## config.mk

```make
export PLATFORM = sky130hd
export DESIGN_NAME = two_number_command_line_parser_unit
export DESIGN_NICKNAME = d
export VERILOG_FILES = /design/src/sv/cmdp_pkg.sv /design/src/sv/cmdp_in_stage.sv /design/src/sv/cmdp_parser.sv /design/src/sv/cmdp_rsp_stage.sv /design/src/sv/two_number_command_line_parser_unit.sv
export VERILOG_INCLUDE_DIRS = /design/src /design/src/sv
export SDC_FILE = /design/constraint.sdc
export NUM_CORES = 1
export LEC_CHECK = 0
export ABC_CLOCK_PERIOD_IN_PS = 3800
export BUFFER_PORTS_ARGS = -buffer_cell sky130_fd_sc_hd__buf_2
export CAP_MARGIN = 30
export CORE_MARGIN = 2
export CORE_UTILIZATION = 55
export CTS_BUF_LIST = sky130_fd_sc_hd__clkbuf_8
export CTS_CLUSTER_DIAMETER = 80
export DETAILED_ROUTE_END_ITERATION = 12
export PLACE_DENSITY = 0.84
export SYNTH_ARGS = -nofsm -noshare
export SYNTH_HDL_FRONTEND = slang
export SYNTH_SLANG_ARGS = --single-unit
export TNS_END_PERCENT = 10
```

## constraint.sdc

```tcl
create_clock -name clock -period 3.8 [get_ports clock]
set_input_delay 0.19 -clock clock [delete_from_list [all_inputs] [get_ports clock]]
set_output_delay 0.19 -clock clock [all_outputs]
set_load 0.03 [all_outputs]
```

## src/sv/assert_macros.svh

```systemverilog
// assertion macros shared by the rtl
`ifndef ASSERT_MACROS_SVH
`define ASSERT_MACROS_SVH

`ifndef SYNTHESIS

`define ASSERT_HOLDS(lbl, clk, rst, expr) \
   lbl: assert property (@(posedge clk) disable iff (rst) (expr)) \
      else $error("assertion failed");

`define ASSERT_IMPLIES(lbl, clk, rst, ante, cons) \
   lbl: assert property (@(posedge clk) disable iff (rst) (ante) |-> (cons)) \
      else $error("assertion failed");

`define ASSERT_NEXT(lbl, clk, rst, ante, cons) \
   lbl: assert property (@(posedge clk) disable iff (rst) (ante) |=> (cons)) \
      else $error("assertion failed");

`else

`define ASSERT_HOLDS(lbl, clk, rst, expr)
`define ASSERT_IMPLIES(lbl, clk, rst, ante, cons)
`define ASSERT_NEXT(lbl, clk, rst, ante, cons)

`endif

`endif

```

## src/sv/cmdp_pkg.sv

```systemverilog
package cmdp_pkg;

   localparam int RESULT_BITS = 32;

   localparam logic [7:0] SEPARATOR    = 8'h20;
   localparam logic [7:0] CHAR_ZERO    = 8'h30;
   localparam logic [7:0] CHAR_NINE    = 8'h39;
   localparam logic [7:0] CHAR_UPPER_A = 8'h41;
   localparam logic [7:0] CHAR_UPPER_Z = 8'h5A;
   localparam logic [7:0] CHAR_LOWER_A = 8'h61;
   localparam logic [7:0] CHAR_LOWER_F = 8'h66;
   localparam logic [7:0] CHAR_LOWER_X = 8'h78;
   localparam logic [7:0] CASE_BIT     = 8'h20;
   localparam logic [3:0] HEX_LETTER_OFFSET = 4'd9;

   localparam logic [1:0] COUNT_MAX = 2'd3;
   localparam logic [1:0] COUNT_TWO = 2'd2;
   localparam logic [1:0] COUNT_ONE = 2'd1;

   typedef enum logic [1:0] {
      PHASE_BETWEEN,
      PHASE_LEAD_ZERO,
      PHASE_IN_WORD
   } phase_type;

   typedef struct packed {
      logic [7:0] char_code;
      logic       end_of_line;
   } item_type;

   typedef struct packed {
      logic                   parse_ok;
      logic [RESULT_BITS-1:0] first_number;
      logic [RESULT_BITS-1:0] second_number;
   } result_type;

endpackage

```

## src/sv/cmdp_in_stage.sv

```systemverilog
module cmdp_in_stage (
   input  logic               clock,
   input  logic               reset,
   input  logic               req_valid,
   output logic               req_ready,
   input  cmdp_pkg::item_type req_item,
   input  logic               advance,
   output logic               stg_valid,
   output cmdp_pkg::item_type stg_item
);

   logic               valid_ff;
   logic               valid_in;
   cmdp_pkg::item_type item_ff;
   logic               take;

   assign req_ready = !valid_ff || advance;
   assign take      = req_valid && req_ready;
   assign valid_in  = take || (valid_ff && !advance);
   assign stg_valid = valid_ff;
   assign stg_item  = item_ff;

   always_ff @(posedge clock) begin
      if (reset) begin
         valid_ff <= 1'b0;
      end else begin
         valid_ff <= valid_in;
      end
   end

   always_ff @(posedge clock) begin
      if (take) begin
         item_ff <= req_item;
      end
   end

endmodule

```

## src/sv/cmdp_parser.sv

```systemverilog
`include "assert_macros.svh"

module cmdp_parser #(
   parameter int VALUE_BITS = 32
) (
   input  logic                 clock,
   input  logic                 reset,
   input  logic                 step,
   input  cmdp_pkg::item_type   item,
   output logic                 load,
   output cmdp_pkg::result_type result
);

   localparam int WIDE_BITS = (VALUE_BITS > cmdp_pkg::RESULT_BITS) ? VALUE_BITS
                                                                 : cmdp_pkg::RESULT_BITS;

   cmdp_pkg::phase_type   phase_ff, phase_in;
   logic [1:0]            count_ff, count_in;
   logic                  hex_ff, hex_in;
   logic                  wvalid_ff, wvalid_in;
   logic [VALUE_BITS-1:0] acc_ff, acc_in;
   logic [VALUE_BITS-1:0] first_ff, first_in;
   logic                  fvalid_ff, fvalid_in;

   logic [7:0]            c;
   logic [7:0]            lower;
   logic                  is_dec;
   logic                  is_hex_letter;
   logic                  is_x;
   logic [3:0]            dec_digit;
   logic [3:0]            hex_digit;
   logic [VALUE_BITS-1:0] acc_base;
   logic [VALUE_BITS-1:0] dec_acc;
   logic [VALUE_BITS-1:0] hex_acc;
   logic [WIDE_BITS-1:0]  first_wide;
   logic [WIDE_BITS-1:0]  second_wide;
   logic                  ok;

   assign c             = item.char_code;
   assign lower         = (c >= cmdp_pkg::CHAR_UPPER_A && c <= cmdp_pkg::CHAR_UPPER_Z)
                          ? (c | cmdp_pkg::CASE_BIT) : c;
   assign is_dec        = (c >= cmdp_pkg::CHAR_ZERO) && (c <= cmdp_pkg::CHAR_NINE);
   assign is_hex_letter = (lower >= cmdp_pkg::CHAR_LOWER_A)
                          && (lower <= cmdp_pkg::CHAR_LOWER_F);
   assign is_x          = (lower == cmdp_pkg::CHAR_LOWER_X);
   assign dec_digit     = c[3:0];
   assign hex_digit     = is_dec ? c[3:0] : 4'(lower[3:0] + cmdp_pkg::HEX_LETTER_OFFSET);

   assign acc_base = (phase_ff == cmdp_pkg::PHASE_BETWEEN) ? '0 : acc_ff;
   assign dec_acc  = (acc_base << 3) + (acc_base << 1) + VALUE_BITS'(dec_digit);
   assign hex_acc  = (acc_base << 4) + VALUE_BITS'(hex_digit);

   assign ok          = (count_ff == cmdp_pkg::COUNT_TWO) && fvalid_ff && wvalid_ff;
   assign first_wide  = WIDE_BITS'(first_ff);
   assign second_wide = WIDE_BITS'(acc_ff);

   assign load                 = step && item.end_of_line;
   assign result.parse_ok      = ok;
   assign result.first_number  = ok ? first_wide[cmdp_pkg::RESULT_BITS-1:0] : '0;
   assign result.second_number = ok ? second_wide[cmdp_pkg::RESULT_BITS-1:0] : '0;

   always_ff @(posedge clock) begin
      if (reset) begin
         phase_ff  <= cmdp_pkg::PHASE_BETWEEN;
         count_ff  <= '0;
         hex_ff    <= 1'b0;
         wvalid_ff <= 1'b1;
         acc_ff    <= '0;
         first_ff  <= '0;
         fvalid_ff <= 1'b0;
      end else begin
         phase_ff  <= phase_in;
         count_ff  <= count_in;
         hex_ff    <= hex_in;
         wvalid_ff <= wvalid_in;
         acc_ff    <= acc_in;
         first_ff  <= first_in;
         fvalid_ff <= fvalid_in;
      end
   end

   always_comb begin
      phase_in  = phase_ff;
      count_in  = count_ff;
      hex_in    = hex_ff;
      wvalid_in = wvalid_ff;
      acc_in    = acc_ff;
      first_in  = first_ff;
      fvalid_in = fvalid_ff;
      if (step) begin
         if (item.end_of_line) begin
            phase_in  = cmdp_pkg::PHASE_BETWEEN;
            count_in  = '0;
            hex_in    = 1'b0;
            wvalid_in = 1'b1;
            acc_in    = '0;
            first_in  = '0;
            fvalid_in = 1'b0;
         end else if (c == cmdp_pkg::SEPARATOR) begin
            if (phase_ff != cmdp_pkg::PHASE_BETWEEN && count_ff == cmdp_pkg::COUNT_ONE) begin
               first_in  = acc_ff;
               fvalid_in = wvalid_ff;
            end
            phase_in = cmdp_pkg::PHASE_BETWEEN;
         end else begin
            unique case (phase_ff)
               cmdp_pkg::PHASE_BETWEEN: begin
                  if (count_ff != cmdp_pkg::COUNT_MAX) begin
                     count_in = 2'(count_ff + 2'd1);
                  end
                  hex_in = 1'b0;
                  if (c == cmdp_pkg::CHAR_ZERO) begin
                     phase_in  = cmdp_pkg::PHASE_LEAD_ZERO;
                     wvalid_in = 1'b1;
                     acc_in    = '0;
                  end else begin
                     phase_in  = cmdp_pkg::PHASE_IN_WORD;
                     wvalid_in = is_dec;
                     acc_in    = is_dec ? dec_acc : '0;
                  end
               end
               cmdp_pkg::PHASE_LEAD_ZERO: begin
                  phase_in = cmdp_pkg::PHASE_IN_WORD;
                  if (is_x) begin
                     hex_in = 1'b1;
                     acc_in = '0;
                  end else if (is_dec) begin
                     acc_in = dec_acc;
                  end else begin
                     wvalid_in = 1'b0;
                  end
               end
               cmdp_pkg::PHASE_IN_WORD: begin
                  if (hex_ff) begin
                     if (is_dec || is_hex_letter) begin
                        acc_in = hex_acc;
                     end else begin
                        wvalid_in = 1'b0;
                     end
                  end else if (is_dec) begin
                     acc_in = dec_acc;
                  end else begin
                     wvalid_in = 1'b0;
                  end
               end
               default: begin
                  phase_in = cmdp_pkg::PHASE_BETWEEN;
               end
            endcase
         end
      end
   end

   `ASSERT_NEXT(a_eol_restarts, clock, reset, load, count_ff == '0 && !fvalid_ff)
   `ASSERT_IMPLIES(a_zero_not_hex, clock, reset, phase_ff == cmdp_pkg::PHASE_LEAD_ZERO, !hex_ff)
   `ASSERT_IMPLIES(a_word_counted, clock, reset, phase_ff != cmdp_pkg::PHASE_BETWEEN, count_ff != '0)

endmodule

```

## src/sv/cmdp_rsp_stage.sv

```systemverilog
`include "assert_macros.svh"

module cmdp_rsp_stage (
   input  logic                 clock,
   input  logic                 reset,
   input  logic                 load,
   input  cmdp_pkg::result_type result,
   output logic                 free,
   output logic                 rsp_valid,
   input  logic                 rsp_ready,
   output cmdp_pkg::result_type rsp_result
);

   logic                 valid_ff;
   cmdp_pkg::result_type result_ff;

   assign free       = !valid_ff || rsp_ready;
   assign rsp_valid  = valid_ff;
   assign rsp_result = result_ff;

   always_ff @(posedge clock) begin
      if (reset) begin
         valid_ff <= 1'b0;
      end else if (load) begin
         valid_ff <= 1'b1;
      end else if (rsp_ready) begin
         valid_ff <= 1'b0;
      end
   end

   always_ff @(posedge clock) begin
      if (load) begin
         result_ff <= result;
      end
   end

   `ASSERT_IMPLIES(a_no_overwrite, clock, reset, load, !valid_ff || rsp_ready)

endmodule

```

## src/sv/two_number_command_line_parser_unit.sv

```systemverilog
// A request is registered in the input stage, then processed; the result of an
// end-of-line request is registered in the response stage and held until taken.
// Throughput: one request per cycle; the result register frees as it is taken,
// so only an end-of-line request waits, and only while the previous result is held.
// Reset (synchronous, active high) empties both registers and clears the parser.
module two_number_command_line_parser_unit #(
   parameter int VALUE_BITS = 32
) (
   input  logic        clock,
   input  logic        reset,
   input  logic        req_valid,
   output logic        req_ready,
   input  logic [7:0]  req_char_code,
   input  logic        req_end_of_line,
   output logic        rsp_valid,
   input  logic        rsp_ready,
   output logic        rsp_parse_ok,
   output logic [31:0] rsp_first_number,
   output logic [31:0] rsp_second_number
);

   cmdp_pkg::item_type   req_item;
   cmdp_pkg::item_type   stg_item;
   cmdp_pkg::result_type result;
   cmdp_pkg::result_type rsp_result;
   logic                 stg_valid;
   logic                 advance;
   logic                 load;
   logic                 free;

   assign req_item.char_code   = req_char_code;
   assign req_item.end_of_line = req_end_of_line;
   assign advance = stg_valid && (!stg_item.end_of_line || free);

   cmdp_in_stage u_in_stage (
      .clock     (clock),
      .reset     (reset),
      .req_valid (req_valid),
      .req_ready (req_ready),
      .req_item  (req_item),
      .advance   (advance),
      .stg_valid (stg_valid),
      .stg_item  (stg_item)
   );

   cmdp_parser #(
      .VALUE_BITS (VALUE_BITS)
   ) u_parser (
      .clock  (clock),
      .reset  (reset),
      .step   (advance),
      .item   (stg_item),
      .load   (load),
      .result (result)
   );

   cmdp_rsp_stage u_rsp_stage (
      .clock      (clock),
      .reset      (reset),
      .load       (load),
      .result     (result),
      .free       (free),
      .rsp_valid  (rsp_valid),
      .rsp_ready  (rsp_ready),
      .rsp_result (rsp_result)
   );

   assign rsp_parse_ok      = rsp_result.parse_ok;
   assign rsp_first_number  = rsp_result.first_number;
   assign rsp_second_number = rsp_result.second_number;

endmodule
```

==> results of run 1 <==
[power by group]
part           internal, uW  switching (uW)
Sequential             1670            13.9
Clock                   484             702
Combinational          56.3             127
[metal layers]
metal,global-route usage,share of wire,wire (um)
met3,0.0529,0.088,2060
met5,0,0,0
met4,0.102,0.028,651
met2,0.431,0.45,10600
met1,0.378,0.43,9980
[worst max-delay path: stages, from the launching register on]
cell     delay, ns
dfxtp_1       0.37
inv_1         0.08
ha_1          0.26
buf_4         0.22
buf_4         0.20
nor2b_1       0.25
ha_1          0.28
ha_1          0.40
a21o_1        0.23
a21oi_1       0.19
o21ai_1       0.09
a21oi_1       0.28
nor2b_1       0.08
a41oi_1       0.21
mux2i_1       0.22
o31ai_1       0.08
[per-stage QoR]
step / instances / worst slack (ns) / total power, uW
2_1_floorplan: 917 / 0.335 / 1840
3_3_place_gp: 1187 / 0.364 / 1890
3_5_place_dp: 1187 / 0.270 / 1890
4_1_cts: 1229 / 0.243 / 3050
5_1_grt: 1229 / 0.00290 / 3130
6_report: 1229 / 0.237 / 3050
[worst paths after layout]
kind,slack [ns],startpoint,end
hold / removal,0.12,rsp_ready,u_in_stage.stg_valid
hold reg to reg,0.51,u_parser.phase_ff[0],u_parser.phase_ff[0]
setup / recovery,0.24,u_parser.phase_ff[1],u_parser.acc_ff[29]
setup reg to reg,0.24,u_parser.phase_ff[1],u_parser.acc_ff[29]
[cell usage after synthesis (3+ instances only)]
cell type and instances:
a21oi_1 76, a22o_1 17, nor3_1 20, and3_1 4
nor2b_1 38, o31ai_1 14, or3_1 6, nand4_1 6
o21bai_1 7, buf_2 8, xor2_1 13, nand2_1 49
clkbuf_1 41, nor2_1 80, dfxtp_1 73, a22oi_1 55
xnor2_1 14, a31oi_1 7, mux2i_1 3, o22ai_1 3
and2_1 72, nand3_1 12, o21ai_0 25, edfxtp_1 74
a21o_1 17, a32oi_1 7, ha_1 69, a21boi_0 4
a211oi_1 5, o21a_1 5, o211ai_1 5, nand2b_1 4
nor3b_1 4, inv_1 21
[area by class of cell]
| type | instances | area (um2) | share of cell area |
|---|---|---|---|
| clock inverter | 15 | 143 | 0.0144 |
| sequential | 147 | 3680 | 0.371 |
| tap | 216 | 270 | 0.0272 |
| clock buffer | 17 | 234 | 0.0236 |
| inverter | 23 | 86.3 | 0.00870 |
| multi-input combinational | 692 | 4790 | 0.482 |
| timing repair buffer | 119 | 721 | 0.0726 |
[state kept, by name, indices dropped and copies added, names as in the netlist]
register                cells
u_parser.fvalid_ff          1
u_parser.phase_ff           2
u_in_stage.stg_item         9
u_parser.count_ff           2
u_rsp_stage.rsp_result     65
u_in_stage.stg_valid        1
u_parser.hex_ff             1
u_parser.acc_ff            32
u_parser.wvalid_ff          1
u_rsp_stage.rsp_valid       1
u_parser.first_ff          32
[repair_timing]
action	CTS	global route
hold endpoints to repair	10	0
resized for setup	0	4
setup endpoints to repair	0	10
hold buffers	10	0
[logic make-up after synthesis]
group,after synthesis,synth area share
and+or+nand+nor,313,0.190
AOI/OAI and AO/OA,279,0.221
DFF,147,0.420
buffers and inverters,78,0.0371
adders and majority gates,70,0.101
xor gates and xnor gates,27,0.0270
muxes,3,0.00342
==> results.ini, run 1 <==
[run_status]
status=complete, no violations

[pwr]
ir_worst_vdd_uv=195
power.density_mw_per_mm2=308
power_leakage_uw=0.00420

[global_route]
grt_max_degree=67
grt_pass1_wl_mm=36.3
track_usage=0.274
grt_pass1_vias=6864
overflow=0
antenna_found_initial=0

[critical_path]
reg2regPathDepth=15
worstPathArrival_ns=3.90
worst_ep_required_time_ns=4.13
path_class=register to register
cp_max_fo=13
crit_path_start_kind=register
end_kind=register

[yosys]
avgSynthCellArea_um2=9.56
synth-main-ff-cell=edfxtp_1
syn_area_mm2=0.00877
synthCells=917
yosysWarningCount=0
netlist_top_cells_area=edfxtp_1, dfxtp_1, ha_1
ys_async_sr_fraction=0
yosysTopAreaCell=edfxtp_1
synth_cell_type_count=82
synth_seq_area_share=0.420
synth_nets=1000
synth_edf_count=74
synth_seq_cells=147
netlist.area_leader.share=0.253

[worst_hold_path]
holdPathStages=4
hold_path_class=input pin to register

[cts]
postCtsSetupRepairBufs=0
cts_tree=yes
cts_made_buffers=17
cts.reportedPaths.clkPinSlew_ns=0.09
cts_root_buf=clkbuf_8
clockBufferDepth=2
clk_latency_ns=0.46
cts.htree.levels=4
clkSinkCount=147

[place]
postPlaceCellArea_mm2=0.00943
io_buffers=79
dp_hpwl_mm=16.5
gp_congestion=1.01

[floorplan]
die_area_mm2=0.0170
io_pins=80
std_cell_rows=46
start_util=0.558
core_area_mm2=0.0157
die_w_um=130
dieHeight_um=130

[drt]
routed_wl_mm=23.3
drt-wirelength-per-cell_um=18.9
viasPerCell=6.24
vias=7668
first_pass_iters=5
ant_nets=0
drtIter0Drc=898
drc=0

[layout]
n_antenna_cell=0
nets=1083
final.fill_count=1258
final_cell_mix=nor2_1, buf_2, a21oi_1
area_growth_pct=13.2
final_area_mm2=0.00992
fin_util=0.632
drive_gt1_frac=0.162

[timing]
hold_viol_final=0
clock-skew-final_ns=0.0125
slew-limit-headroom=0.325
fmax_ghz=0.281
fin_crit_ns=3.56
finalSetupViolCount=0
setup_tns_ns=0
final.period_utilization=0.938
timing.hold.ws_ns=0.120
worst_pin_slew_ns=1.01
drv_slew=0
rsz0062_at_grt=false

[run]
maxCapViolCount=0

No activity file was read; power rests on OpenSTA's default activity.
==> run 2: changes to the inputs <==
- CORE_MARGIN: 2 -> 4
==> run 2 against run 1 <==
Effect of this change:
- global-route usage is 2.1 points lower
- combinational power hardly changed
- critical path depth is 1 higher
- clock-buffer cell count is 1 higher
- critical endpoint is now u_parser.acc_ff[30]
==> results.ini, run 2 (synthesis gave the netlist of run 1 again) <==
[critical_path]
worst_ep_required_time_ns=4.15  ; +0.02 ns
crit_path_start_kind=register
worst-path-buf-inv=3  ; unchanged
worstPathArrival_ns=3.93  ; +0.03 ns
cp_max_fo=26  ; +13
crit_path_top_delay_cell=fa_1
cp_common_cell=ha_1
end_kind=register
path_class=register to register
critPathMaxStageDelay_ns=0.37  ; -0.03 ns
path_cells=inv_1 > ha_1 > buf_12 > nor2b_1 > ha_1 > ha_1 > inv_1 > fa_1 > nand2b_1 > a21oi_2 > o21ai_0 > nand2_1 > a21o_1 > a41oi_1 > xor2_1 > o31ai_1
crit_family=adder cells

[timing]
slew-limit-headroom=0.438  ; +0.113
clock-skew-final_ns=0.0158  ; +0.00337 ns
final.period_utilization=0.942  ; +0.00417
fmax_ghz=0.279  ; -0.44%
timing.hold.ws_ns=0.124  ; +0.00321 ns
finalSetupViolCount=0  ; unchanged
fin_crit_ns=3.58  ; +0.0159 ns
rsz0062_at_grt=false
hold_viol_final=0  ; unchanged
fin_ws_ns=0.221  ; -0.0159 ns
worst_pin_slew_ns=0.836  ; -0.171 ns
drv_slew=0  ; unchanged
setup_tns_ns=0  ; unchanged

[cts]
cts.reportedPaths.clkPinSlew_ns=0.10  ; about the same
cts_tree=yes
cts_root_buf=clkbuf_8
clockBufferDepth=2  ; unchanged
clk_latency_ns=0.45  ; about the same
clkSinkCount=147  ; unchanged
cts.htree.levels=4  ; unchanged
cts_made_buffers=17  ; unchanged

[pwr]
switchingPower_uw=821  ; -2.5%
ir_worst_vdd_uv=213  ; +9.5%
p_seq_frac=0.553  ; about the same
power.density_mw_per_mm2=307  ; -0.15%
combPwrFrac=0.060  ; about the same
clockPowerShare=0.387  ; about the same
p_sw_frac=0.269  ; -0.00664
p_int_uw=2230  ; +0.78%
power_leakage_uw=0.00420  ; -0.13%

[drt]
drtIter0Drc=878  ; -2.2%
ant_nets=0  ; unchanged
drc=0  ; unchanged
vias=7506  ; -2.1%
routed_wl_mm=22.9  ; -1.5%
first_pass_iters=5  ; unchanged
viasPerCell=6.15  ; -1.5%
drt-wirelength-per-cell_um=18.8  ; -0.82%

[global_route]
antenna_found_initial=0  ; unchanged
grt_max_degree=67  ; unchanged
track_usage=0.254  ; -0.0205
grt_pass1_vias=7128  ; +3.8%
grt_pass1_wl_mm=37.0  ; +1.8%
overflow=0  ; unchanged

[layout]
final_cell_mix=nor2_1, buf_2, a21oi_1
largest_register_ffs=65  ; unchanged
regArea_mm2=0.00368  ; unchanged
n_antenna_cell=0  ; unchanged
nets=1080  ; -0.28%
drive_gt1_frac=0.161  ; -0.000509
final.fill_count=1221  ; -2.9%
fin_cells=1221  ; -0.65%
final_area_mm2=0.00992  ; about the same
multiInputGateArea_mm2=0.00478  ; about the same
area_growth_pct=13.2  ; about the same

[place]
dp_cells=1178  ; -0.76%
io_buffers=79  ; unchanged
dp_hpwl_mm=16.3  ; -1.5%
postPlaceCellArea_mm2=0.00942  ; -0.12%
gp_congestion=0.969  ; -4.3%
preCtsSetupSlack_ns=0.226  ; -0.0449 ns

[run]
maxCapViolCount=0  ; unchanged

[floorplan]
die_w_um=134  ; +3.1%
dieHeight_um=134  ; +3.1%
core_area_mm2=0.0154  ; -1.8%
io_pins=80  ; unchanged
start_util=0.568  ; +0.0103
die_area_mm2=0.0180  ; +6.2%
std_cell_rows=45  ; -2.2%

[run_status]
status=complete, no violations

[worst_hold_path]
hold_path_class=input pin to register

-- run 2: changes by cell type in the layout (fill, tap and decap cells not counted) --
cell      change
clkbuf_4      +1
inv_8         -1
clkbuf_8      +1
buf_4         -6
clkinv_4      +1
o21ai_4       -1
inv_1         -1
a211oi_1      -1
buf_12        +2
o21ai_2       +1
a211oi_2      +1
-- run 2: per-stage QoR --
step           utilization  power [uW]
6_report             0.643        3050
5_1_grt              0.643        3140
4_1_cts              0.642        3050
3_5_place_dp         0.611        1890
3_3_place_gp         0.611        1890
2_1_floorplan            -        1840
-- run 2: worst min-delay path: stages --
cell	delay (ns)
buf_2	0.08
nor2b_1	0.08
nand3_1	0.11
a21oi_1	0.07
-- run 2: metal layers --
layer / up-vias / wire, um / global-route usage
li1: 3546 / - / -
met1: 3523 / 9790 / 0.345
met2: 383 / 10600 / 0.417
met3: 54 / 2050 / 0.0431
met4: 0 / 506 / 0.0764
met5: - / 0 / 0
-- run 2: layout make-up --
class                      count  share of cell area
tap                          211              0.0266
sequential                   147               0.371
clock inverter                14              0.0137
inverter                      23             0.00870
clock buffer                  18              0.0250
multi-input combinational    692               0.482
timing repair buffer         116              0.0729
-- run 2: repair_timing --
item | CTS | global route
setup endpoints to repair | 0 | 13
endpoints found under the hold margin | 10 | 0
buffers inserted | 0 | 0
resized for setup | 0 | 4
hold buffers | 10 | 0
-- run 2: worst paths after layout --
check	end	start	depth (start not counted)	slack, ns
worst min register to register	u_parser.phase_ff[0]	u_parser.phase_ff[0]	2	0.50
worst max register to register	u_parser.acc_ff[30]	u_parser.phase_ff[0]	16	0.22
worst max-delay path	u_parser.acc_ff[30]	u_parser.phase_ff[0]	16	0.22
worst min-delay path	u_in_stage.stg_valid	rsp_ready	4	0.12
-- run 2: power groups by stage --
stage	Combinational (uW)	Sequential, uW	Clock, uW
2_1_floorplan	105	1730	0
3_3_place_gp	166	1720	0
3_5_place_dp	169	1720	0
4_1_cts	178	1690	1180
5_1_grt	196	1690	1250
6_report	182	1690	1180
